**config.mk**
```make
export PLATFORM = sky130hd
export DESIGN_NAME = rhc_front
export DESIGN_NICKNAME = d
export VERILOG_FILES = /design/src/design/rhc_pkg.sv /design/src/design/rhc_front.sv
export SDC_FILE = /design/constraint.sdc
export NUM_CORES = 1
export LEC_CHECK = 0
export BUFFER_PORTS_ARGS = -buffer_cell sky130_fd_sc_hd__buf_2
export CELL_PAD_IN_SITES_DETAIL_PLACEMENT = 1
export CELL_PAD_IN_SITES_GLOBAL_PLACEMENT = 2
export CORE_UTILIZATION = 40
export CTS_CLUSTER_SIZE = 24
export DETAILED_ROUTE_END_ITERATION = 16
export PLACE_DENSITY_LB_ADDON = 0.1
export SLEW_MARGIN = 20
export SYNTH_ARGS = -nofsm -noshare
export SYNTH_HDL_FRONTEND = slang
export SYNTH_SLANG_ARGS = --single-unit
```
**constraint.sdc**
```tcl
create_clock -name i_clk -period 26.2 [get_ports i_clk]
set_input_delay 6.55 -clock i_clk [delete_from_list [all_inputs] [get_ports i_clk]]
set_output_delay 6.55 -clock i_clk [all_outputs]
set_load 0.02 [all_outputs]
```
**src/design/rhc_pkg.sv**
```systemverilog
// Shared types and constants for the RGB to HSV converter.
// No dependencies; every other file of the block imports this package.
`default_nettype none

package rhc_pkg;

    localparam int CH_W       = 8;          // colour channel width
    localparam int HUE_W      = 15;         // hue field width
    localparam int SAT_W      = 13;         // saturation field width
    localparam int NUM_W      = 11;         // hue numerator, up to 5 * 255
    localparam int REM_W      = CH_W + 1;   // divider partial remainder

    localparam int DEG_SECTOR = 60;
    localparam int DEG_FULL   = 360;
    localparam int GREEN_BASE = 2;
    localparam int BLUE_BASE  = 4;

    typedef enum logic [1:0] {
        SECT_RED,
        SECT_GREEN,
        SECT_BLUE
    } t_sector;

    typedef struct packed {
        logic [CH_W-1:0] red;
        logic [CH_W-1:0] green;
        logic [CH_W-1:0] blue;
    } t_rgb;

    typedef struct packed {
        logic [HUE_W-1:0] hue;
        logic [SAT_W-1:0] saturation;
        logic [CH_W-1:0]  brightness;
        logic             hue_undefined;
    } t_hsv;

    // side-band that travels down the divider pipe with each item
    typedef struct packed {
        logic            neg;      // red-sector numerator was negative
        logic            undef;    // grey or black pixel
        logic [CH_W-1:0] bright;   // largest channel
    } t_ctrl;

endpackage

`default_nettype wire

```
**src/design/rhc_front.sv**
```systemverilog
// Front end: two pipeline stages that find max/min, the hue sector and
// numerator, then build the dividends for the hue and saturation dividers.
// Depends on rhc_pkg.
`default_nettype none

module rhc_front import rhc_pkg::*; #(
    parameter int HUE_FRAC_BITS = 6,
    parameter int SAT_FRAC_BITS = 12,
    parameter int NSTEP         = 15
) (
    input  wire logic             i_clk,
    input  wire logic             i_rst_n,
    input  wire logic             i_valid,
    input  wire t_rgb             i_data,
    input  wire logic [1:0]       i_en,
    output logic      [1:0]       o_valid,
    output t_ctrl                 o_ctrl,
    output logic      [REM_W-1:0] o_hue_a,
    output logic      [NSTEP-1:0] o_hue_q,
    output logic      [CH_W-1:0]  o_hue_d,
    output logic      [REM_W-1:0] o_sat_a,
    output logic      [NSTEP-1:0] o_sat_q,
    output logic      [CH_W-1:0]  o_sat_d
);

    localparam int DW   = NSTEP + CH_W;
    localparam int HMUL = DEG_SECTOR << HUE_FRAC_BITS;

    // stage 0
    logic [CH_W-1:0]  mx, mn, delta;
    t_sector          sector;
    logic [NUM_W-1:0] mag;
    logic             neg;

    logic             r0_valid;
    logic             r1_valid;
    logic [NUM_W-1:0] r0_mag;
    logic             r0_neg;
    logic             r0_undef;
    logic [CH_W-1:0]  r0_mx;
    logic [CH_W-1:0]  r0_delta;

    // stage 1
    logic [DW-1:0]    hue_dvd;
    logic [DW-1:0]    sat_dvd;

    always_comb begin
        mx = i_data.red;
        if (i_data.green > mx) mx = i_data.green;
        if (i_data.blue > mx)  mx = i_data.blue;
        mn = i_data.red;
        if (i_data.green < mn) mn = i_data.green;
        if (i_data.blue < mn)  mn = i_data.blue;
        delta = mx - mn;

        if (i_data.red == mx) begin
            sector = SECT_RED;
        end else if (i_data.green == mx) begin
            sector = SECT_GREEN;
        end else begin
            sector = SECT_BLUE;
        end
    end

    // numerator magnitude and sign; green and blue sectors are never negative
    always_comb begin
        neg = 1'b0;
        mag = '0;
        case (sector)
            SECT_RED: begin
                neg = i_data.green < i_data.blue;
                mag = neg ? NUM_W'(i_data.blue - i_data.green)
                          : NUM_W'(i_data.green - i_data.blue);
            end
            SECT_GREEN: begin
                mag = NUM_W'(GREEN_BASE) * NUM_W'(delta) + NUM_W'(i_data.blue)
                    - NUM_W'(i_data.red);
            end
            SECT_BLUE: begin
                mag = NUM_W'(BLUE_BASE) * NUM_W'(delta) + NUM_W'(i_data.red)
                    - NUM_W'(i_data.green);
            end
            default: begin
                mag = '0;
            end
        endcase
    end

    always_ff @(posedge i_clk) begin
        if (!i_rst_n) begin
            r0_valid <= 1'b0;
        end else if (i_en[0]) begin
            r0_valid <= i_valid;
        end
        if (i_en[0]) begin
            r0_mag   <= mag;
            r0_neg   <= neg;
            r0_undef <= (delta == '0);
            r0_mx    <= mx;
            r0_delta <= delta;
        end
    end

    assign hue_dvd = DW'(r0_mag) * DW'(HMUL);
    assign sat_dvd = DW'(r0_delta) << SAT_FRAC_BITS;

    // top byte of each dividend seeds the remainder, the rest feeds the steps
    always_ff @(posedge i_clk) begin
        if (!i_rst_n) begin
            r1_valid <= 1'b0;
        end else if (i_en[1]) begin
            r1_valid <= r0_valid;
        end
        if (i_en[1]) begin
            o_hue_a       <= {1'b0, hue_dvd[DW-1 -: CH_W]};
            o_hue_q       <= hue_dvd[NSTEP-1:0];
            o_hue_d       <= r0_delta;
            o_sat_a       <= {1'b0, sat_dvd[DW-1 -: CH_W]};
            o_sat_q       <= sat_dvd[NSTEP-1:0];
            o_sat_d       <= r0_mx;
            o_ctrl.neg    <= r0_neg;
            o_ctrl.undef  <= r0_undef;
            o_ctrl.bright <= r0_mx;
        end
    end

    assign o_valid = {r1_valid, r0_valid};

endmodule

`default_nettype wire

```
==> results.toml <==
[outcome]
status = "finished, final reports clean"

[clocking]
cts_resized = 0
clock-sinks = 64
htreeDepth = 3
postCtsSetupBuffers = 0
cts_buffer_depth = 2
cts_hold_buf = 0
cts_root_buf = "clkbuf_16"
clk_latency_ps = 340
clk_pin_slew_ps = 60
cts-buffers-inserted = 9
cts_tree = "yes"

[pwr]
p_comb_frac = 0.704
cellLeakagePower_nw = 3.38
p_sw_mw = 0.517
internal_power_mw = 0.653
pwr-share-clk = 0.105
seq_power_share = 0.191
powerDensity_mw_per_mm2 = 155
ir_worst_vdd_mv = 0.0915
totalPowerFinal_mw = 1.17
swShare = 0.442

[global_routing]
gr-usage-all-layers = 0.214
grt_pass1_wl_um = 28800
grt_pass1_vias = 5316
overflow = 0
antenna_found_initial = 0
grt_max_degree = 35

[detailed_routing]
viasPerCell = 5.21
wirelength_um = 18300
drc_errors = 0
drt_pass1_iterations = 4
post_drt_wl_per_cell_um = 19.1
drt_first_iter_violations = 204
vias = 4994
ant_nets = 0

[synth]
yosys.area_share.simple = 0.0870
synth.distinct_cells = 66
netlist_area_mm2 = 0.00684
muxShareOfSynthArea = 0.0424
synth_top_family_by_area = "adder cells"
synth-compound-area-share = 0.150
synth.yosys.warnings = 0
ys_seq_area_frac = 0.278
async_reset_ff_frac = 0
yosys.area_share.adder = 0.271
netlist_instances = 670
synthXorXnorAreaFrac = 0.0755
synth.top_cells.by_area = "edfxtp_1 27%, ha_1 16%, fa_1 11%"
ys_seq_elements = 64
yosysTopAreaCell = "edfxtp_1"
synth_top_area_share = 0.272
synth_ff_type = "edfxtp_1"
avgSynthCellArea_um2 = 10.2
synth-edff-count = 62

[die]
die_height_um = 133
io_pins = 105
rows = 47
start_util = 0.411
die_w_um = 133
core_area_mm2 = 0.0166
dieArea_mm2 = 0.0176

[timing]
finClkSkew_ps = 4.86
finalHoldViolations = 0
rsz0062_at_grt = "false"
setup_violations = 0
whs_ps = 415
fmax_ghz = 0.0681
finalCriticalPeriod_ps = 14670
tns_ps = 0
slew_viol_final = 0
relSlewSlack = 0.334
tightest_slew_ps = 996
post-route-period-util = 0.560
setup_ws_ps = 11530

[cells_and_area]
layout_commonest_cell = "ha_1"
num-fill-cells = 1910
syn2layout_area_growth_pct = 10.2
final_util = 0.453
antennaDiodeCount = 0
nNetsFinal = 888
design_area_mm2 = 0.00754
stdcell_count = 958
final_cell_mix = "89 x ha_1, 79 x buf_2, 76 x inv_1"
drive_gt1_frac = 0.164

[worst_setup_path]
endpoint_kind = "register"
crit_type = "in2reg"
start_kind = "primary input"
path_buf_inv = 5
critPathSlowestCell = "nor2b_1"
path_max_fanout = 12
crit_top_cell = "a21oi_1"
cp_top_family = "compound AO/OA/AOI/OAI gates"
max_stage_delay_ps = 760
worstPathRequired_ps = 26280
crit_arrival_ps = 14760

[min_path]
hold_class = "reg2reg"

[place]
place_area_mm2 = 0.00724
dp_slack_ps = 11280
hpwl_um = 15200
routabilityCongestion = 0.877
dp.cells = 942
io_buffers = 79

[job]
max_cap_viol_count = 0
==> power by group through the flow <==
stage               Combinational, mW  Sequential (mW)  Clock [mW]
floorplan                       0.639            0.243           0
global placement                0.804            0.225           0
detailed placement              0.828            0.226           0
CTS                             0.835            0.225       0.127
global route                    0.930            0.229       0.130
finish                          0.824            0.224       0.123
==> synth_stat cells, types with 2 or more instances <==
cell,n
o21ai_0,28
o21a_1,8
mux2i_1,17
xor2_1,9
nand2b_1,8
dfxtp_1,2
nor4_1,3
clkbuf_1,6
o31ai_1,2
nor3_1,6
nand4_1,5
nor4_4,2
and4_1,4
a211oi_1,2
nand2_1,24
ha_1,89
edfxtp_1,62
mux2_4,2
a21o_1,13
o21ai_2,2
and2_1,5
mux2_2,6
a21oi_1,50
inv_1,76
fa_1,37
a221oi_1,2
nor2b_1,11
buf_4,45
xnor2_1,45
o21bai_1,10
a31oi_1,2
nand3_1,7
or2_2,2
o21ai_1,7
o211ai_1,6
a21boi_0,2
o31a_1,2
nor2_1,31
o22a_1,2
a2111oi_0,2
==> registers in the layout (all words and copies together), names as in the netlist <==
name	count
r0_mx	8
r1_valid	1
r0_mag	11
r0_valid	1
r0_undef	1
o_hue_a	8
o_sat_d	8
o_hue_q	7
o_ctrl	2
o_hue_d	8
r0_delta	8
r0_neg	1
==> cells by family (layout without fill, tap and decap cells) <==
group	Yosys count	count (layout)
multiplexers	26	26
flip-flops	64	64
other	1	25
XOR/XNOR	56	56
AND/OR/NAND/NOR	113	113
adder cells (fa/ha/maj)	126	126
AO/OA/AOI/OAI	156	156
buffers and inverters	128	172
==> worst paths after layout <==
| path | cells past startpoint | end | from | slack [ps] |
|---|---|---|---|---|
| hold reg to reg | 0 | o_sat_d[0] | r0_mx[0] | 420 |
| setup reg to reg | 16 | o_hue_a[7] | r0_mag[2] | 22170 |
| setup / recovery | 36 | r0_mag[9] | i_data[9] | 11530 |
| hold / removal | 0 | o_sat_d[0] | r0_mx[0] | 420 |
==> worst register-to-register path: cells and delay by family, from the launching register on <==
family	cells	cell delay [ps]
and+or+nand+nor	4	360
DFF	1	500
adders and majority gates	3	1480
xor gates and xnor gates	1	80
AOI/OAI and AO/OA	8	1350
==> cell type report <==
cell class | instances | area (µm²) | share of cell area
clock buffer | 9 | 225 | 0.0299
tap | 220 | 275 | 0.0365
inverter | 76 | 285 | 0.0378
clock inverter | 7 | 78.8 | 0.0104
sequential | 64 | 1900 | 0.252
timing repair buffer | 80 | 403 | 0.0534
multi-input combinational | 502 | 4380 | 0.580
==> routing by layer <==
layer  global-route usage  up-vias  wire, µm
li1                     -     2394         -
met1                0.268     2454      8110
met2                0.372      118      9160
met3               0.0284       28       584
met4               0.0868        0       457
met5                    0        -         0
Power figures use the tool's default switching activity.
