**src/design/rhc_pkg.sv**
```systemverilog
// Shared types and constants for the RGB to HSV converter.
// No dependencies; every other file of the block imports this package.
`default_nettype none

package rhc_pkg;

    localparam int CH_W       = 8;          // colour channel width
    localparam int HUE_W      = 15;         // hue field width
    localparam int SAT_W      = 13;         // saturation field width
    localparam int NUM_W      = 11;         // hue numerator, up to 5 * 255
    localparam int REM_W      = CH_W + 1;   // divider partial remainder

    localparam int DEG_SECTOR = 60;
    localparam int DEG_FULL   = 360;
    localparam int GREEN_BASE = 2;
    localparam int BLUE_BASE  = 4;

    typedef enum logic [1:0] {
        SECT_RED,
        SECT_GREEN,
        SECT_BLUE
    } t_sector;

    typedef struct packed {
        logic [CH_W-1:0] red;
        logic [CH_W-1:0] green;
        logic [CH_W-1:0] blue;
    } t_rgb;

    typedef struct packed {
        logic [HUE_W-1:0] hue;
        logic [SAT_W-1:0] saturation;
        logic [CH_W-1:0]  brightness;
        logic             hue_undefined;
    } t_hsv;

    // side-band that travels down the divider pipe with each item
    typedef struct packed {
        logic            neg;      // red-sector numerator was negative
        logic            undef;    // grey or black pixel
        logic [CH_W-1:0] bright;   // largest channel
    } t_ctrl;

endpackage

`default_nettype wire

```
**src/design/rhc_div_stage.sv**
```systemverilog
// One stage of the two restoring dividers: each stage retires one quotient
// bit of hue and one of saturation. Depends on rhc_pkg.
`default_nettype none

module rhc_div_stage import rhc_pkg::*; #(
    parameter int NSTEP = 15
) (
    input  wire logic             i_clk,
    input  wire logic             i_rst_n,
    input  wire logic             i_valid,
    input  wire logic             i_en,
    input  wire t_ctrl            i_ctrl,
    input  wire logic [REM_W-1:0] i_hue_a,
    input  wire logic [NSTEP-1:0] i_hue_q,
    input  wire logic [CH_W-1:0]  i_hue_d,
    input  wire logic [REM_W-1:0] i_sat_a,
    input  wire logic [NSTEP-1:0] i_sat_q,
    input  wire logic [CH_W-1:0]  i_sat_d,
    output logic                  o_valid,
    output t_ctrl                 o_ctrl,
    output logic      [REM_W-1:0] o_hue_a,
    output logic      [NSTEP-1:0] o_hue_q,
    output logic      [CH_W-1:0]  o_hue_d,
    output logic      [REM_W-1:0] o_sat_a,
    output logic      [NSTEP-1:0] o_sat_q,
    output logic      [CH_W-1:0]  o_sat_d
);

    logic [REM_W-1:0] hue_sh, sat_sh;
    logic             hue_ge, sat_ge;
    logic [REM_W-1:0] n_hue_a, n_sat_a;
    logic             r_valid;

    // remainder stays below the divisor, so its top bit is always clear
    always_comb begin
        hue_sh  = {i_hue_a[CH_W-1:0], i_hue_q[NSTEP-1]};
        hue_ge  = hue_sh >= {1'b0, i_hue_d};
        n_hue_a = hue_ge ? hue_sh - {1'b0, i_hue_d} : hue_sh;

        sat_sh  = {i_sat_a[CH_W-1:0], i_sat_q[NSTEP-1]};
        sat_ge  = sat_sh >= {1'b0, i_sat_d};
        n_sat_a = sat_ge ? sat_sh - {1'b0, i_sat_d} : sat_sh;
    end

    always_ff @(posedge i_clk) begin
        if (!i_rst_n) begin
            r_valid <= 1'b0;
        end else if (i_en) begin
            r_valid <= i_valid;
        end
        if (i_en) begin
            o_ctrl  <= i_ctrl;
            o_hue_a <= n_hue_a;
            o_hue_q <= {i_hue_q[NSTEP-2:0], hue_ge};
            o_hue_d <= i_hue_d;
            o_sat_a <= n_sat_a;
            o_sat_q <= {i_sat_q[NSTEP-2:0], sat_ge};
            o_sat_d <= i_sat_d;
        end
    end

    assign o_valid = r_valid;

endmodule

`default_nettype wire

```
**config.mk**
```make
export PLATFORM = sky130hd
export DESIGN_NAME = rhc_div_stage
export DESIGN_NICKNAME = d
export VERILOG_FILES = /design/src/design/rhc_pkg.sv /design/src/design/rhc_div_stage.sv
export SDC_FILE = /design/constraint.sdc
export NUM_CORES = 1
export LEC_CHECK = 0
export BUFFER_PORTS_ARGS = -buffer_cell sky130_fd_sc_hd__clkbuf_2
export CORE_ASPECT_RATIO = 0.9
export CORE_MARGIN = 10
export CORE_UTILIZATION = 45
export DETAILED_ROUTE_END_ITERATION = 12
export GPL_TIMING_DRIVEN = 0
export PLACE_DENSITY = 0.79
export SETUP_SLACK_MARGIN = 0.5
export SLEW_MARGIN = 20
export SYNTH_ARGS = -nofsm -noshare
export SYNTH_HDL_FRONTEND = slang
export SYNTH_SLANG_ARGS = --single-unit
```
**constraint.sdc**
```tcl
create_clock -name i_clk -period 6.6 [get_ports i_clk]
set_input_delay 1.32 -clock i_clk [delete_from_list [all_inputs] [get_ports i_clk]]
set_output_delay 1.32 -clock i_clk [all_outputs]
set_load 0.01 [all_outputs]
```
==> impl_metrics.csv, run 1 <==
group,metric,value,unit
outcome,status,"completed",
finish,diodes,0,
setup_path,reg2reg_depth,2,
setup_path,path_cells,"clkbuf_2 > inv_1 > ha_1 > a21o_1 > a21oi_1 > o21ai_1 > a21oi_4 > mux2_2",
clocking,cts_max_path_buffers,2,
sta,tightest_slew,509,ps
finish,layout-drive-gt1-share,45.2,%
sta,setup-tns-final,0,ps
placement,dp_hpwl,6620,um
setup_path,r2r_start,"o_valid$_SDFFE_PN0P_",
synthesis,ys_top_cells_by_count,"edfxtp_1 (74), inv_1 (22), ha_1 (16), a21oi_1 (10), mux2_1 (8)",
floorplan,core,0.00708,mm^2
sta,slew_headroom,66.1,%
power_and_ir_drop,power.density,268,mW/mm^2
setup_path,critPathArrivalTime,3040,ps
setup_path,worstPathMaxFanout,9,
finish,area_growth,33.8,%
setup_path,startpoint_type,"primary input",
global_route,grt_pass1_wl,12800,um
floorplan,io_pins,153,
setup_path,required,6690,ps
clocking,clock_latency,340,ps
global_route,grt_pass1_vias,2445,
setup_path,max_stage_delay,390,ps
placement,placed_cells,460,
finish,finalNonFillerCells,476,
job,cap_violations,0,
setup_path,worst_setup_path_end_kind,"flip-flop",
sta,fin_crit,2950,ps
power_and_ir_drop,p_total,0.00118,W
clocking,root_buffer,"clkbuf_8",
route,drc,0,
sta,final.setup_skew,0,ps
floorplan,die_x,110,um
synthesis,async_flop_share,0,%
synthesis,ys_types,40,
setup_path,timing.rr.end,"o_valid$_SDFFE_PN0P_",
route,routed_wl,8240,um
floorplan,fp.dieH,101,um
route,ant_nets,0,
synthesis,synth_most_common_cell,"edfxtp_1",
sta,rsz0062_at_grt,"false",
synthesis,ys.flop_type,"edfxtp_1",
finish,final-seq-area,0.00224,mm^2
route,drt_first_pass_iters,4,
route,viasPerCell,4.89,
global_route,grt_max_degree,41,
finish,final_core_util,62.0,%
clocking,ctsHoldBuffers,0,
floorplan,fp.dieArea,0.0111,mm^2
synthesis,ys_ff_latch,75,
synthesis,synth.cell_area,0.00328,mm^2
placement,io_buffers,150,
synthesis,ys_warn_count,0,
finish,nets,474,
clocking,htreeDepth,3,
sta,finalCritPeriodShare,44.7,%
route,routedWlPerCell,17.3,um
route,first_iter_violations,97,
synthesis,synth_area_leaders,"edfxtp_1 (68%), ha_1 (6.1%), mux2_1 (2.7%)",
sta,final_hold_viol_count,0,
finish,fill_cells,554,
setup_path,worstSetupPathType,"in2reg",
floorplan,floorplan.initialDensity,46.3,%
synthesis,syn_inst,216,
global_route,antenna_found_initial,0,
clocking,cts_tree,"built",
power_and_ir_drop,p_leak,2.00,nW
global_route,grt.overflow.total,0,
floorplan,num_rows,29,
hold_path,hold_path_depth,2,
clocking,cts-resized-gates,0,
sta,fmax,0.339,GHz
synthesis,synth_seq_area_share,68.4,%
setup_path,rrSetupSlack,6010,ps
clocking,cts_num_sinks,75,
hold_path,holdPathEnd,"o_valid$_SDFFE_PN0P_",
route,vias,2328,
global_route,track_usage,15.0,%
finish,multi_input_area,953,um^2
setup_path,crit_slowest_cell,"mux2_2",
sta,setup_viol,0,
synthesis,synth_top_cell_by_area,"edfxtp_1",
sta,slew_violations,0,
synthesis,synth.avg_cell_area,15.2,um^2
clocking,cts_setup_buffers,0,
sta,setup_slack,3650,ps
synthesis,synth_top_area_share,67.8,%
synthesis,synth_edf_count,74,
hold_path,holdCritStartpoint,"o_valid$_SDFFE_PN0P_",
hold_path,hp-class,"reg2reg",
power_and_ir_drop,ir_drop,0.120,mV
synthesis,syn_nets,312,
clocking,cts_buffers,9,
placement,dp_slack,3310,ps
clocking,path_clk_slew,80,ps
placement,gp_congestion,0.807,
## through the flow
stage | area [um^2] | hold slack [ps]
finish | 4390 | 526
global route | 4390 | 572
CTS | 4390 | 533
detailed placement | 4170 | 522
global placement | 4150 | 502
floorplan | 3280 | 538
## worst max path at each step
stage                                      end  slack, ps        from
final                     o_sat_a[5]$_DFFE_PP_       3650  i_sat_d[3]
after CTS                 o_hue_a[3]$_DFFE_PP_       3680  i_hue_d[3]
after global routing      o_hue_a[3]$_DFFE_PP_       3550  i_hue_d[1]
after floorplan           o_sat_a[5]$_DFFE_PP_       3600  i_sat_d[3]
after detailed placement  o_hue_a[3]$_DFFE_PP_       3310  i_hue_d[3]
after global placement    o_hue_a[3]$_DFFE_PP_       3300  i_hue_d[1]
## cells in the final DEF, fill, tap and decap left out, types with 3 or more instances in the layout
cell / count
clkbuf_2: 149
edfxtp_1: 74
inv_1: 22
ha_1: 16
a21oi_1: 10
clkbuf_8: 9
mux2_1: 8
nand3_1: 7
nor2_1: 7
o21ai_0: 7
a21o_1: 6
nand2_1: 6
mux2i_1: 6
nor2b_1: 5
xnor2_1: 4
and3_1: 3
o21a_1: 3
## worst max-delay path, delay by kind of cell
kind / cells / cell delay, ps
AO/OA/AOI/OAI: 4 / 850
buffers and inverters: 2 / 140
multiplexers: 1 / 390
adder cells (fa/ha/maj): 1 / 330
## power breakdown
part           internal, W  switching, W  leakage (nW)
clock             0.000214      0.000173         0.107
combinational    0.0000887      0.000111          1.16
sequential        0.000576     0.0000119         0.733
## cell families (layout without fill, tap and decap cells)
family	after synthesis	count (layout)	synth area share, %
adder cells (fa/ha/maj)	18	18	7.33
AO/OA/AOI/OAI	39	39	8.21
flip-flops	75	75	68.4
XOR/XNOR	6	6	1.60
buffers and inverters	22	189	2.52
multiplexers	16	16	5.27
AND/OR/NAND/NOR	40	40	6.68
## final cells by class
class                           count  area share [%]
Clock inverter                      6            2.05
Sequential cell                    75            51.1
Clock buffer                       10            2.91
Timing Repair Buffer              151            17.6
Multi-Input combinational cell    119            21.7
Inverter                           22            1.88
Tap cell                           93            2.65
## state kept, by name (all words and copies together) (netlist names)
register  count
o_ctrl       10
o_hue_a       9
o_hue_d       8
o_hue_q      15
o_sat_a       9
o_sat_d       8
o_sat_q      15
o_valid       1
## routing by layer
layer	track usage, %	part of all wire, %	up-vias
met1	16.1	38	1075
met2	25.5	49	99
li1	-	-	1141
met3	6.59	12	13
met4	5.50	1.5	0
met5	0	0	-
No activity file was read; power rests on OpenSTA's default activity.
==> run 2: changes to the inputs <==
--- a/config.mk
+++ b/config.mk
@@ -5,13 +5,14 @@
 export SDC_FILE = /design/constraint.sdc
 export NUM_CORES = 1
 export LEC_CHECK = 0
+export ABC_AREA = 1
 export BUFFER_PORTS_ARGS = -buffer_cell sky130_fd_sc_hd__clkbuf_2
 export CORE_ASPECT_RATIO = 0.9
 export CORE_MARGIN = 10
-export CORE_UTILIZATION = 45
+export CORE_UTILIZATION = 43
 export DETAILED_ROUTE_END_ITERATION = 12
 export GPL_TIMING_DRIVEN = 0
-export PLACE_DENSITY = 0.79
+export PLACE_DENSITY = 0.77
 export SETUP_SLACK_MARGIN = 0.5
 export SLEW_MARGIN = 20
 export SYNTH_ARGS = -nofsm -noshare
==> constraint.sdc (replaced) <==
create_clock -name i_clk -period 2.6 [get_ports i_clk]
set_input_delay 0.52 -clock i_clk [delete_from_list [all_inputs] [get_ports i_clk]]
set_output_delay 0.52 -clock i_clk [all_outputs]
set_load 0.01 [all_outputs]
==> run 2 against run 1 <==
Compared with the run above:
- critical path depth grew 3
- power grew to 2.5 times the previous value
- register-to-register slack lost 4100 ps
- combinational power grew to 2.9 times the previous value
- global-route usage shrank 0.72 points
- die area grew 11%
- design area grew 6.3%
- count of clock-buffer cells in the layout shrank 1
- clock power grew 130%
==> impl_metrics.csv, run 2 <==
group,metric,value,unit
clocking,cts_tree,"built",
synthesis,synth_seq_area_share,63.1,%
sta,setup_slack,790,ps
hold_path,hp-class,"in2reg",
clocking,cts_max_path_buffers,2,
floorplan,die_x,116,um
floorplan,core,0.00807,mm^2
sta,tightest_slew,422,ps
setup_path,crit_top_cell,"nand2_1",
placement,dp_slack,455,ps
synthesis,syn_nets,420,
route,drc,0,
global_route,grt_pass1_wl,13800,um
sta,setup_viol,0,
placement,dp_hpwl,7230,um
floorplan,floorplan.initialDensity,44.1,%
synthesis,ys_types,21,
finish,layout_common_cells,"clkbuf_2 (149), nand2_1 (99), edfxtp_1 (74)",
synthesis,ys_top_cells_by_count,"nand2_1 (99), edfxtp_1 (74), inv_1 (57), nand3_1 (26), ha_1 (16)",
setup_path,max_stage_delay,350,ps
sta,finalCritPeriodShare,69.6,%
synthesis,synth_top_cell_by_area,"edfxtp_1",
synthesis,synth.avg_cell_area,11.0,um^2
setup_path,critPathArrivalTime,1900,ps
global_route,antenna_found_initial,0,
global_route,grt_pass1_vias,2720,
finish,nets,582,
setup_path,r2r_start,"o_valid$_SDFFE_PN0P_",
setup_path,worstPathMaxFanout,10,
setup_path,critPathLaunch,"i_hue_d[6]",
clocking,cts_setup_buffers,0,
floorplan,fp.dieArea,0.0123,mm^2
route,viasPerCell,4.69,
sta,fmax,0.553,GHz
route,routed_wl,8920,um
finish,largestRegisters,"o_hue_q (15), o_sat_q (15), o_ctrl (10)",
floorplan,num_rows,31,
sta,setup-tns-final,0,ps
finish,post-route-cell-area,0.00466,mm^2
synthesis,syn_inst,324,
synthesis,synth_top_area_share,62.5,%
synthesis,synth_most_common_cell,"nand2_1",
power_and_ir_drop,ir_drop,0.266,mV
route,first_iter_violations,175,
global_route,track_usage,14.3,%
synthesis,synth.cell_area,0.00356,mm^2
floorplan,io_pins,153,
synthesis,async_flop_share,0,%
hold_path,holdCritStartpoint,"i_sat_q[10]",
sta,slew_headroom,71.8,%
clocking,clock_latency,330,ps
sta,final_hold_viol_count,0,
placement,dpl-instance-area,0.00446,mm^2
setup_path,worst-path-buf-inv,2,
clocking,cts-resized-gates,0,
power_and_ir_drop,p_leak,2.38,nW
finish,layout-drive-gt1-share,38.1,%
outcome,status,"completed",
route,vias,2770,
power_and_ir_drop,power.density,636,mW/mm^2
floorplan,fp.dieH,106,um
setup_path,worstSetupPathType,"in2reg",
setup_path,cpLargestDelayFamily,"simple AND/OR/NAND/NOR gates",
setup_path,startpoint_type,"primary input",
setup_path,worst_setup_path_end_kind,"flip-flop",
finish,diodes,0,
clocking,path_clk_slew,80,ps
clocking,cts_buffers,9,
global_route,grt_max_degree,62,
route,ant_nets,0,
clocking,ctsHoldBuffers,0,
sta,fin_crit,1810,ps
setup_path,crit_slowest_cell,"a21oi_4",
sta,rsz0062_at_grt,"false",
synthesis,ys_warn_count,0,
global_route,grt.overflow.total,0,
synthesis,ys_ff_latch,75,
synthesis,ys.flop_type,"edfxtp_1",
placement,gp_congestion,0.858,
setup_path,required,2690,ps
sta,slew_violations,0,
route,routedWlPerCell,15.1,um
synthesis,synth_area_leaders,"edfxtp_1 (62%), nand2_1 (10%), inv_1 (6.0%)",
finish,fill_cells,707,
sta,final.setup_skew,0,ps
route,drt_first_pass_iters,5,
finish,area_growth,31.1,%
clocking,cts_num_sinks,75,
placement,io_buffers,150,
job,cap_violations,0,
synthesis,synth_edf_count,74,
clocking,root_buffer,"clkbuf_8",
finish,final_common_cell,"clkbuf_2",
clocking,htreeDepth,3,
setup_path,path_cells,"clkbuf_2 > inv_1 > ha_1 > nand2_1 > nand2_1 > nand2_1 > nand2_2 > a21oi_4 > nand2_8 > nand2_1 > nand2_1",
==> run 2: cell types whose count changed after synthesis, moves of 5 or more <==
cell / before / now
a21o_1: 6 / 0
inv_1: 22 / 57
mux2_1: 8 / 0
mux2i_1: 6 / 0
nand2_1: 6 / 99
nand2_2: 0 / 9
nand3_1: 7 / 26
nor2b_1: 5 / 0
o21ai_0: 7 / 1
==> run 2: report_power, final <==
group | switching (W) | leakage [nW] | internal, W
sequential | 0.0000306 | 0.732 | 0.00146
combinational | 0.000348 | 1.55 | 0.000226
clock | 0.000449 | 0.0974 | 0.000448
==> run 2: routing by layer <==
metal,vias up,wire length [um],track usage [%]
li1,1399,-,-
met1,1251,3740,17.0
met2,108,4360,23.8
met3,12,688,4.89
met4,0,131,4.38
met5,-,0,0
==> run 2: logic make-up after synthesis <==
kind of cell	after synthesis	share of synthesized area, %
AOI/OAI and AO/OA	12	2.53
DFF	75	63.1
and+or+nand+nor	154	20.0
buffers and inverters	59	6.23
xor gates and xnor gates	6	1.48
adders and majority gates	18	6.76
==> run 2: layout make-up <==
| cell class | count | area, um^2 | area share, % |
|---|---|---|---|
| multi-input combinational | 190 | 1090 | 23.4 |
| timing repair buffer | 151 | 781 | 16.8 |
| tap | 99 | 124 | 2.66 |
| clock inverter | 7 | 76.3 | 1.64 |
| inverter | 59 | 221 | 4.75 |
| clock buffer | 9 | 124 | 2.66 |
| sequential | 75 | 2240 | 48.1 |
==> run 2: per-stage QoR <==
stage	std cells	hold WS, ps	power, W	util (%)
2_1_floorplan	324	555	0.00183	-
3_3_place_gp	573	522	0.00208	54.9
3_5_place_dp	574	552	0.00210	55.3
4_1_cts	590	335	0.00301	57.8
5_1_grt	590	323	0.00313	57.8
6_report	590	355	0.00297	57.8
==> run 2: final timing paths <==
path / endpoint / slack [ps] / depth (start not counted)
worst max register to register: o_valid$_SDFFE_PN0P_ / 1960 / 2
worst min register to register: o_valid$_SDFFE_PN0P_ / 550 / 2
worst min-delay path: o_sat_q[11]$_DFFE_PP_ / 350 / 1
worst max-delay path: o_hue_a[4]$_DFFE_PP_ / 790 / 11
