### src/design/rhc_pkg.sv
// Shared types and constants for the RGB to HSV converter.
// No dependencies; every other file of the block imports this package.
`default_nettype none

package rhc_pkg;

    localparam int CH_W       = 8;          // colour channel width
    localparam int HUE_W      = 15;         // hue field width
    localparam int SAT_W      = 13;         // saturation field width
    localparam int NUM_W      = 11;         // hue numerator, up to 5 * 255
    localparam int REM_W      = CH_W + 1;   // divider partial remainder

    localparam int DEG_SECTOR = 60;
    localparam int DEG_FULL   = 360;
    localparam int GREEN_BASE = 2;
    localparam int BLUE_BASE  = 4;

    typedef enum logic [1:0] {
        SECT_RED,
        SECT_GREEN,
        SECT_BLUE
    } t_sector;

    typedef struct packed {
        logic [CH_W-1:0] red;
        logic [CH_W-1:0] green;
        logic [CH_W-1:0] blue;
    } t_rgb;

    typedef struct packed {
        logic [HUE_W-1:0] hue;
        logic [SAT_W-1:0] saturation;
        logic [CH_W-1:0]  brightness;
        logic             hue_undefined;
    } t_hsv;

    // side-band that travels down the divider pipe with each item
    typedef struct packed {
        logic            neg;      // red-sector numerator was negative
        logic            undef;    // grey or black pixel
        logic [CH_W-1:0] bright;   // largest channel
    } t_ctrl;

endpackage

`default_nettype wire

### src/design/rhc_back.sv
// Output stage: applies the hue wrap and the grey/black special cases and
// holds the result item for the sink. Depends on rhc_pkg.
`default_nettype none

module rhc_back import rhc_pkg::*; #(
    parameter int HUE_FRAC_BITS = 6,
    parameter int NSTEP         = 15
) (
    input  wire logic             i_clk,
    input  wire logic             i_rst_n,
    input  wire logic             i_valid,
    input  wire logic             i_en,
    input  wire t_ctrl            i_ctrl,
    input  wire logic [NSTEP-1:0] i_hue_q,
    input  wire logic [NSTEP-1:0] i_sat_q,
    output logic                  o_valid,
    output t_hsv                  o_data
);

    localparam int HCW   = NSTEP + HUE_W + 1;
    localparam int HFULL = DEG_FULL << HUE_FRAC_BITS;

    logic [HCW-1:0] hue_ext, hue_val, sat_ext;
    t_hsv           n_data;
    logic           r_valid;

    always_comb begin
        hue_ext = HCW'(i_hue_q);
        sat_ext = HCW'(i_sat_q);
        if (i_ctrl.undef) begin
            hue_val = '0;
        end else if (i_ctrl.neg && hue_ext != '0) begin
            hue_val = HCW'(HFULL) - hue_ext;
        end else begin
            hue_val = hue_ext;
        end

        n_data.hue           = hue_val[HUE_W-1:0];
        // black pixel: divisor was zero, quotient is meaningless
        n_data.saturation    = (i_ctrl.bright == '0) ? '0 : sat_ext[SAT_W-1:0];
        n_data.brightness    = i_ctrl.bright;
        n_data.hue_undefined = i_ctrl.undef;
    end

    always_ff @(posedge i_clk) begin
        if (!i_rst_n) begin
            r_valid <= 1'b0;
        end else if (i_en) begin
            r_valid <= i_valid;
        end
        if (i_en) begin
            o_data <= n_data;
        end
    end

    assign o_valid = r_valid;

endmodule

`default_nettype wire

### config.mk
export PLATFORM = sky130hd
export DESIGN_NAME = rhc_back
export DESIGN_NICKNAME = d
export VERILOG_FILES = /design/src/design/rhc_pkg.sv /design/src/design/rhc_back.sv
export SDC_FILE = /design/constraint.sdc
export NUM_CORES = 1
export LEC_CHECK = 0
export BUFFER_PORTS_ARGS = -buffer_cell sky130_fd_sc_hd__buf_2
export CORE_MARGIN = 5
export CORE_UTILIZATION = 46
export CTS_CLUSTER_DIAMETER = 150
export DETAILED_ROUTE_END_ITERATION = 6
export PLACE_DENSITY = 0.79
export SYNTH_ARGS = -nofsm -noshare
export SYNTH_HDL_FRONTEND = slang
export SYNTH_SLANG_ARGS = --single-unit
### constraint.sdc
create_clock -name i_clk -period 3 [get_ports i_clk]
set_input_delay 0.6 -clock i_clk [delete_from_list [all_inputs] [get_ports i_clk]]
set_output_delay 0.6 -clock i_clk [all_outputs]
set_load 0.05 [all_outputs]
==> flow_metrics.tcl, run 1 <==
set metrics [dict create \
    status "completed" \
    h-tree-depth 2 \
    synth_cells 132 \
    setup_viol 0 \
    dpl.hpwl_um 2760 \
    nFillCells 315 \
    final_cell_mix "buf_2 (79), edfxtp_1 (37), and2_1 (15)" \
    ir_worst_vdd_v 0.000199 \
    crit_type "primary input to register" \
    postCtsHoldBufs 0 \
    ys_ff_latch 38 \
    post_cts.repair.setup_buffers 0 \
    multiInputGateArea_sq_um 602 \
    vias 1303 \
    root_buffer "clkbuf_8" \
    hold_path.class "primary input to register" \
    layout-drive-gt1-share_pct 46.8 \
    cp_top_family "simple AND/OR/NAND/NOR gates" \
    cts_resized 0 \
    final_common_cell "buf_2" \
    max_freq_mhz 407 \
    grt.total_usage_pct 13.8 \
    start_util_pct 47.9 \
    r2r_start "o_valid" \
    overflow 0 \
    syn_area_sq_um 1780 \
    path_cells "buf_2 > inv_1 > ha_1 > or3b_1 > or4b_4 > a211oi_2 > mux2_1" \
    tightestPinTransition_ns 0.805 \
    worst-path-stages 7 \
    area_growth_pct 29.0 \
    cp-start-kind "primary input" \
    antenna_found_initial 0 \
    max_stage_delay_ns 0.54 \
    placementRows 22 \
    r2r_slack_ns 2.39 \
    stdcell_area_sq_um 2300 \
    grt_max_degree 39 \
    ys_types 35 \
    grt_pass1_wl_um 5460 \
    numPortBuffers 79 \
    maxCapViolations 0 \
    seq_area_sq_um 1130 \
    routed_via_density 4.94 \
    cts.sink_count 38 \
    clk_pin_slew_ns 0.07 \
    wl_um 3480 \
    diodes 0 \
    cp_max_fo 3 \
    pin_count 82 \
    critPathCapture "o_data[36]" \
    drc 0 \
    gp_congestion 0.783 \
    cp.required_ns 3.02 \
    die_area_sq_um 5210 \
    cp-end-kind "register" \
    cts_tree "yes" \
    placedInstanceArea_sq_um 2210 \
    finalCritPeriodShare_pct 82.0 \
    rsz0062_at_grt "no" \
    skew_ns 0 \
    cp.arrival_ns 2.48 \
    synth_area_per_cell_sq_um 13.5 \
    hold_viol 0 \
    die_h_um 72.2 \
    dr.pass1.iters 4 \
    dieWidth_um 72.2 \
    fin_crit_ns 2.46 \
    drtIter0Drc 63 \
    leakagePower_nw 0.970 \
    rr_endpoint "o_valid" \
    grt_pass1_vias 1187 \
    yosysSeqAreaShare_pct 63.6 \
    nets 260 \
    r2r_cells 2 \
    synth-warning-count 0 \
    syn_nets 177 \
    worstSkewPairLatency_ns 0.27 \
    postRouteAntennaNets 0 \
    slew_headroom_pct 46.3 \
    totalNegativeSetupSlack_ns 0 \
    finish.utilization_pct 61.8 \
    crit_start "i_hue_q[0]" \
    cp_slowest_cell "or4b_4" \
    finalMaxSlewViolations 0 \
    cellPowerDensity_nw_per_um2 544 \
    core_sq_um 3720 \
    crit_buf_inv 2 \
    cts_buffer_depth 2 \
    wire_per_inst_um 13.2 \
    cts_inserted_buffers 5 \
]
Yosys cell counts (all sizes together):
cell type | number | area share (%)
o21a | 1 | 0.42
nand2 | 2 | 0.42
or3 | 7 | 2.9
o21ai | 7 | 2.0
xor2 | 3 | 1.5
a211oi | 1 | 0.70
mux2 | 4 | 2.7
o311ai | 1 | 0.49
or2 | 1 | 0.35
nor3 | 3 | 0.84
and2b | 1 | 0.42
a21oi | 8 | 2.3
or4b | 1 | 0.77
mux2i | 2 | 1.1
nor2b | 5 | 1.8
buf | 3 | 1.5
or3b | 1 | 0.49
nand2b | 1 | 0.35
and2 | 15 | 5.3
nor2 | 11 | 2.3
ha | 1 | 0.70
and3b | 1 | 0.49
inv | 3 | 0.63
edfxtp | 37 | 62
or4 | 2 | 1.3
nor4 | 3 | 1.1
nand3 | 1 | 0.28
nor4b | 1 | 0.49
nand4bb | 1 | 0.91
dfxtp | 1 | 1.1
clkbuf | 2 | 0.42
o41ai | 1 | 1.5
area by class of cell:
class                   count  share of cell area [%]
clock buffers               6                    3.16
clock inverters             2                   0.381
inverters                   3                   0.490
multi-input cells          86                    26.2
flip-flops and latches     38                    49.3
well taps                  48                    2.62
repair buffers             81                    17.9
routing by layer:
layer	vias to the layer above	global-route usage, %	share of wire (%)
met5	-	0	0
met4	0	6.26	1.3
met3	4	4.71	11
met2	63	22.6	48
met1	582	16.3	40
li1	654	-	-
registers in the layout, indices dropped and copies added (netlist names):
name / cells
o_valid: 1
o_data: 37
worst min-delay path by stage:
| stage | from | to | cells after the start |
|---|---|---|---|
| floorplan | i_ctrl[8] | o_data[0] | 0 |
| global placement | o_valid | o_valid | 2 |
| detailed placement | o_valid | o_valid | 2 |
| CTS | i_ctrl[5] | o_data[6] | 1 |
| global route | i_ctrl[5] | o_data[6] | 1 |
| finish | i_ctrl[0] | o_data[1] | 1 |
cell families (layout without fill, tap and decap cells):
group                    after synthesis  after routing  synth area share, %
buffers and inverters                  8             92                 2.60
XOR/XNOR                               3              3                 1.48
flip-flops                            38             38                 63.6
multiplexers                           6              6                 3.87
adder cells (fa/ha/maj)                1              1                0.703
AO/OA/AOI/OAI                         19             19                 7.38
AND/OR/NAND/NOR                       57             57                 20.4
per-stage QoR:
| stage | hold slack [ns] | power (mW) | instances | setup slack (ns) |
|---|---|---|---|---|
| after CTS | 0.502 | 1.26 | 264 | 0.548 |
| after detailed placement | 0.543 | 0.949 | 256 | 0.254 |
| after floorplan | 0.699 | 0.858 | 132 | 0.379 |
| after global routing | 0.498 | 1.30 | 264 | 0.447 |
| final | 0.512 | 1.25 | 264 | 0.541 |
| after global placement | 0.491 | 0.944 | 256 | 0.277 |
report_power, final:
part	switching, mW	internal, mW	leakage, nW	total (mW)
logic	0.218	0.0759	0.559	0.294
registers	0.00883	0.631	0.368	0.640
clock network	0.155	0.159	0.0426	0.314
total	0.382	0.867	0.970	1.25
worst register-to-register path, delay by kind of cell, from the launching register on:
family           cells  cell delay, ns
AND/OR/NAND/NOR      1            0.06
multiplexers         1            0.13
flip-flops           1            0.32
No activity file was read; power rests on OpenSTA's default activity.
==> inputs of run 2 (changes only) <==
- clock period: 3 -> 2.3 ns (I/O delays scaled with it)
==> flow_metrics.tcl, run 2 (synthesized netlist as in run 1, its figures left out) <==
set metrics [dict create \
    max_freq_mhz 443 \
    grt.total_usage_pct 13.6 \
    root_buffer "clkbuf_8" \
    cp_max_fo 6 \
    die_h_um 72.2 \
    globalRoute.busiestLayer "met2" \
    cp-end-kind "register" \
    crit_type "primary input to register" \
    cp.arrival_ns 2.29 \
    largest_register_ffs 37 \
    cts_inserted_buffers 5 \
    gr-usage-met3_pct 3.74 \
    final_common_cell "buf_2" \
    postCtsHoldBufs 0 \
    cts_tree "yes" \
    dpl.hpwl_um 2860 \
    status "completed" \
    r2r_start "o_valid" \
    slew_headroom_pct 46.0 \
    ir_worst_vdd_v 0.000230 \
    area_growth_pct 35.7 \
    gp_congestion 0.854 \
    finalCritPeriodShare_pct 98.2 \
    cellPowerDensity_nw_per_um2 682 \
    diodes 0 \
    nets 271 \
    core_sq_um 3720 \
    h-tree-depth 2 \
    postRouteAntennaNets 0 \
    hold_viol 0 \
    setup_viol 0 \
    cp.required_ns 2.33 \
    hold_path.class "primary input to register" \
    rsz0062_at_grt "no" \
    overflow 0 \
    dr.pass1.iters 4 \
    grt_util_met2_pct 23.7 \
    clk_pin_slew_ns 0.06 \
    wl_um 3550 \
    post_cts.repair.setup_buffers 0 \
    drtIter0Drc 54 \
    leakagePower_nw 1.03 \
    maxCapViolations 0 \
    fin_crit_ns 2.26 \
    tightestPinTransition_ns 0.810 \
    regMostFlops "o_data" \
    start_util_pct 47.9 \
    seq_area_sq_um 1130 \
    grt_pass1_vias 1218 \
    grt_max_degree 39 \
    cts_resized 0 \
    final_cell_mix "buf_2 (79), edfxtp_1 (37), and2_1 (15)" \
    drc 0 \
    cts_buffer_depth 2 \
    finish.utilization_pct 65.0 \
    use_met1_pct 15.4 \
    dieWidth_um 72.2 \
    total_power_mw 1.65 \
    numPortBuffers 79 \
    finalMaxSlewViolations 0 \
    cp-start-kind "primary input" \
    multiInputGateArea_sq_um 614 \
    nFillCells 299 \
    worstHoldStart "i_ctrl[0]" \
    crit_start "i_hue_q[1]" \
    worstSkewPairLatency_ns 0.27 \
    grt_pass1_wl_um 5430 \
    pin_count 82 \
    vias 1319 \
    die_area_sq_um 5210 \
    layout-drive-gt1-share_pct 50.7 \
    skew_ns 0 \
    routed_via_density 4.80 \
    antenna_found_initial 0 \
    wire_per_inst_um 12.9 \
    placementRows 22 \
    cts.sink_count 38 \
]
-- run 2: cell types whose count changed in the layout (fill, tap and decap cells not counted), sizes merged --
cell  previous run  this run
buf             81        92
-- run 2: layout make-up --
class                      instances  share of cell area (%)
clock inverter                     2                   0.363
timing repair buffer              92                    20.6
inverter                           3                    1.30
multi-input combinational         86                    25.4
sequential                        38                    46.8
tap                               48                    2.49
clock buffer                       6                    3.01
-- run 2: worst max-delay path, stage by stage --
cell and delay, ns:
buf_2 0.15, inv_12 0.06, ha_4 0.12, or3b_1 0.37, buf_4 0.18, o41ai_4 0.41, and3b_1 0.24, mux2_4 0.29
-- run 2: metrics by stage --
step | worst slack, ns | setup TNS (ns) | instance area, sq um | hold WS [ns] | cells
3_5_place_dp | -0.241 | -1.93 | 2330 | 0.531 | 267
2_1_floorplan | -0.0944 | -0.158 | 1820 | 0.559 | 132
5_1_grt | 0.00965 | 0 | 2410 | 0.362 | 275
6_report | 0.0418 | 0 | 2410 | 0.373 | 275
4_1_cts | 0.0530 | 0 | 2410 | 0.364 | 275
3_3_place_gp | -0.224 | -1.70 | 2330 | 0.492 | 267
-- run 2: metal layers --
layer / wire (um) / vias to the layer above
met1: 1400 / 571
met3: 344 / 7
met4: 52 / 0
met5: 0 / -
met2: 1750 / 61
li1: - / 680
-- run 2: path summary, 6_finish.rpt --
| path | slack (ns) | depth (start not counted) | end |
|---|---|---|---|
| setup / recovery | 0.04 | 8 | o_data[35] |
| hold / removal | 0.37 | 1 | o_data[1] |
| setup reg to reg | 1.70 | 2 | o_valid |
| hold reg to reg | 0.54 | 2 | o_valid |
-- run 2: report_power, final --
group	leakage, nW	switching (mW)	internal (mW)
clock	0.0426	0.197	0.208
sequential	0.368	0.0119	0.824
combinational	0.617	0.292	0.113
==> inputs of run 3 (changes only) <==
- BUFFER_PORTS_ARGS: -buffer_cell sky130_fd_sc_hd__buf_2 -> -buffer_cell sky130_fd_sc_hd__clkbuf_2
==> flow_metrics.tcl, run 3 (synthesized netlist as in run 1, its figures left out) <==
set metrics [dict create \
    status "completed" \
    grt_max_degree 39 \
    grt.total_usage_pct 14.7 \
    core_sq_um 3720 \
    gp_congestion 0.852 \
    crit_type "primary input to register" \
    placementRows 22 \
    cp-start-kind "primary input" \
    path_cells "clkbuf_2 > inv_12 > ha_4 > or3b_1 > or4b_4 > a211oi_2 > mux2_1" \
    post_cts.repair.setup_buffers 0 \
    slew_headroom_pct 74.2 \
    dr.pass1.iters 4 \
    grt_pass1_vias 1262 \
    placedInstanceArea_sq_um 2340 \
    finish.utilization_pct 65.3 \
    nFillCells 305 \
    area_growth_pct 36.4 \
    setup_viol 0 \
    totalNegativeSetupSlack_ns 0 \
    dpl.hpwl_um 2880 \
    tightestPinTransition_ns 0.382 \
    setup_ws_ns 0.0470 \
    clk_pin_slew_ns 0.07 \
    grt_pass1_wl_um 5820 \
    max_freq_mhz 444 \
    wl_um 3600 \
    numPortBuffers 79 \
    cts.sink_count 38 \
    die_h_um 72.2 \
    cts_buffer_depth 2 \
    skew_ns 0 \
    final_common_cell "clkbuf_2" \
    maxCapViolations 0 \
    largest_register_ffs 37 \
    root_buffer "clkbuf_8" \
    stdcell_area_sq_um 2430 \
    die_area_sq_um 5210 \
    cp.required_ns 2.33 \
    pin_count 82 \
    rsz0062_at_grt "no" \
    nets 271 \
    cts_tree "yes" \
    crit_buf_inv 2 \
    start_util_pct 47.9 \
    cp_slowest_cell "or4b_4" \
    cp-end-kind "register" \
    dieWidth_um 72.2 \
    h-tree-depth 2 \
    regMostFlops "o_data" \
    layout-drive-gt1-share_pct 50.7 \
    cts_inserted_buffers 5 \
    vias 1350 \
    final_cell_mix "clkbuf_2 (79), edfxtp_1 (37), and2_1 (15)" \
    wire_per_inst_um 13.1 \
    postCtsHoldBufs 0 \
    seq_area_sq_um 1130 \
    cp.arrival_ns 2.29 \
    dp_slack_ns -0.259 \
    worstSkewPairLatency_ns 0.28 \
    finalCritPeriodShare_pct 98.0 \
    cellPowerDensity_nw_per_um2 683 \
    overflow 0 \
    leakagePower_nw 1.05 \
    diodes 0 \
    antenna_found_initial 0 \
    hold_path.class "primary input to register" \
    finalMaxSlewViolations 0 \
    max_stage_delay_ns 0.57 \
    cp_max_fo 3 \
    cp_top_family "simple AND/OR/NAND/NOR gates" \
    timing.hold.ws_ns 0.368 \
    routed_via_density 4.91 \
    multiInputGateArea_sq_um 614 \
    ir_worst_vdd_v 0.000270 \
    fin_crit_ns 2.25 \
    drc 0 \
    drtIter0Drc 75 \
    postRouteAntennaNets 0 \
    hold_viol 0 \
]
[run 3: cell count changes in the layout (fill, tap and decap cells not counted)]
| cell | before | now |
|---|---|---|
| buf_2 | 79 | 0 |
| buf_4 | 12 | 11 |
| buf_12 | 0 | 1 |
| clkbuf_2 | 0 | 79 |
[run 3: metrics by stage]
step           std cells  power (mW)
6_report             275        1.66
5_1_grt              275        1.73
4_1_cts              275        1.68
3_5_place_dp         267        1.26
3_3_place_gp         267        1.25
2_1_floorplan        132        1.12
[run 3: area by class of cell]
cell class	instances	area share [%]
Inverter	3	1.29
Multi-Input combinational cell	86	25.3
Clock buffer	6	2.99
Clock inverter	2	0.361
Timing Repair Buffer	92	21.0
Tap cell	48	2.47
Sequential cell	38	46.6
[run 3: metal layers]
layer / track usage, % / routed length (um) / share of wire (%)
met2: 24.0 / 1680 / 47
met5: 0 / 0 / 0
met3: 4.29 / 344 / 9.6
met1: 17.5 / 1500 / 42
met4: 7.52 / 75 / 2.1
[run 3: path summary, 6_finish.rpt]
path / from / to / slack [ns] / depth (start not counted)
hold / removal: i_ctrl[0] / o_data[1] / 0.37 / 1
setup / recovery: i_hue_q[1] / o_data[36] / 0.05 / 7
setup reg to reg: o_valid / o_valid / 1.71 / 2
hold reg to reg: o_valid / o_valid / 0.53 / 2
[run 3: repair_timing]
action                                  4_1_cts  5_1_grt
endpoints found under the setup margin        0        1
hold endpoints to repair                      0        0
gates resized for setup                       0        1
[run 3: where the power goes]
group | internal [mW] | leakage (nW) | switching, mW
clock network | 0.208 | 0.0426 | 0.207
logic | 0.114 | 0.637 | 0.292
registers | 0.823 | 0.368 | 0.0148
total | 1.15 | 1.05 | 0.514
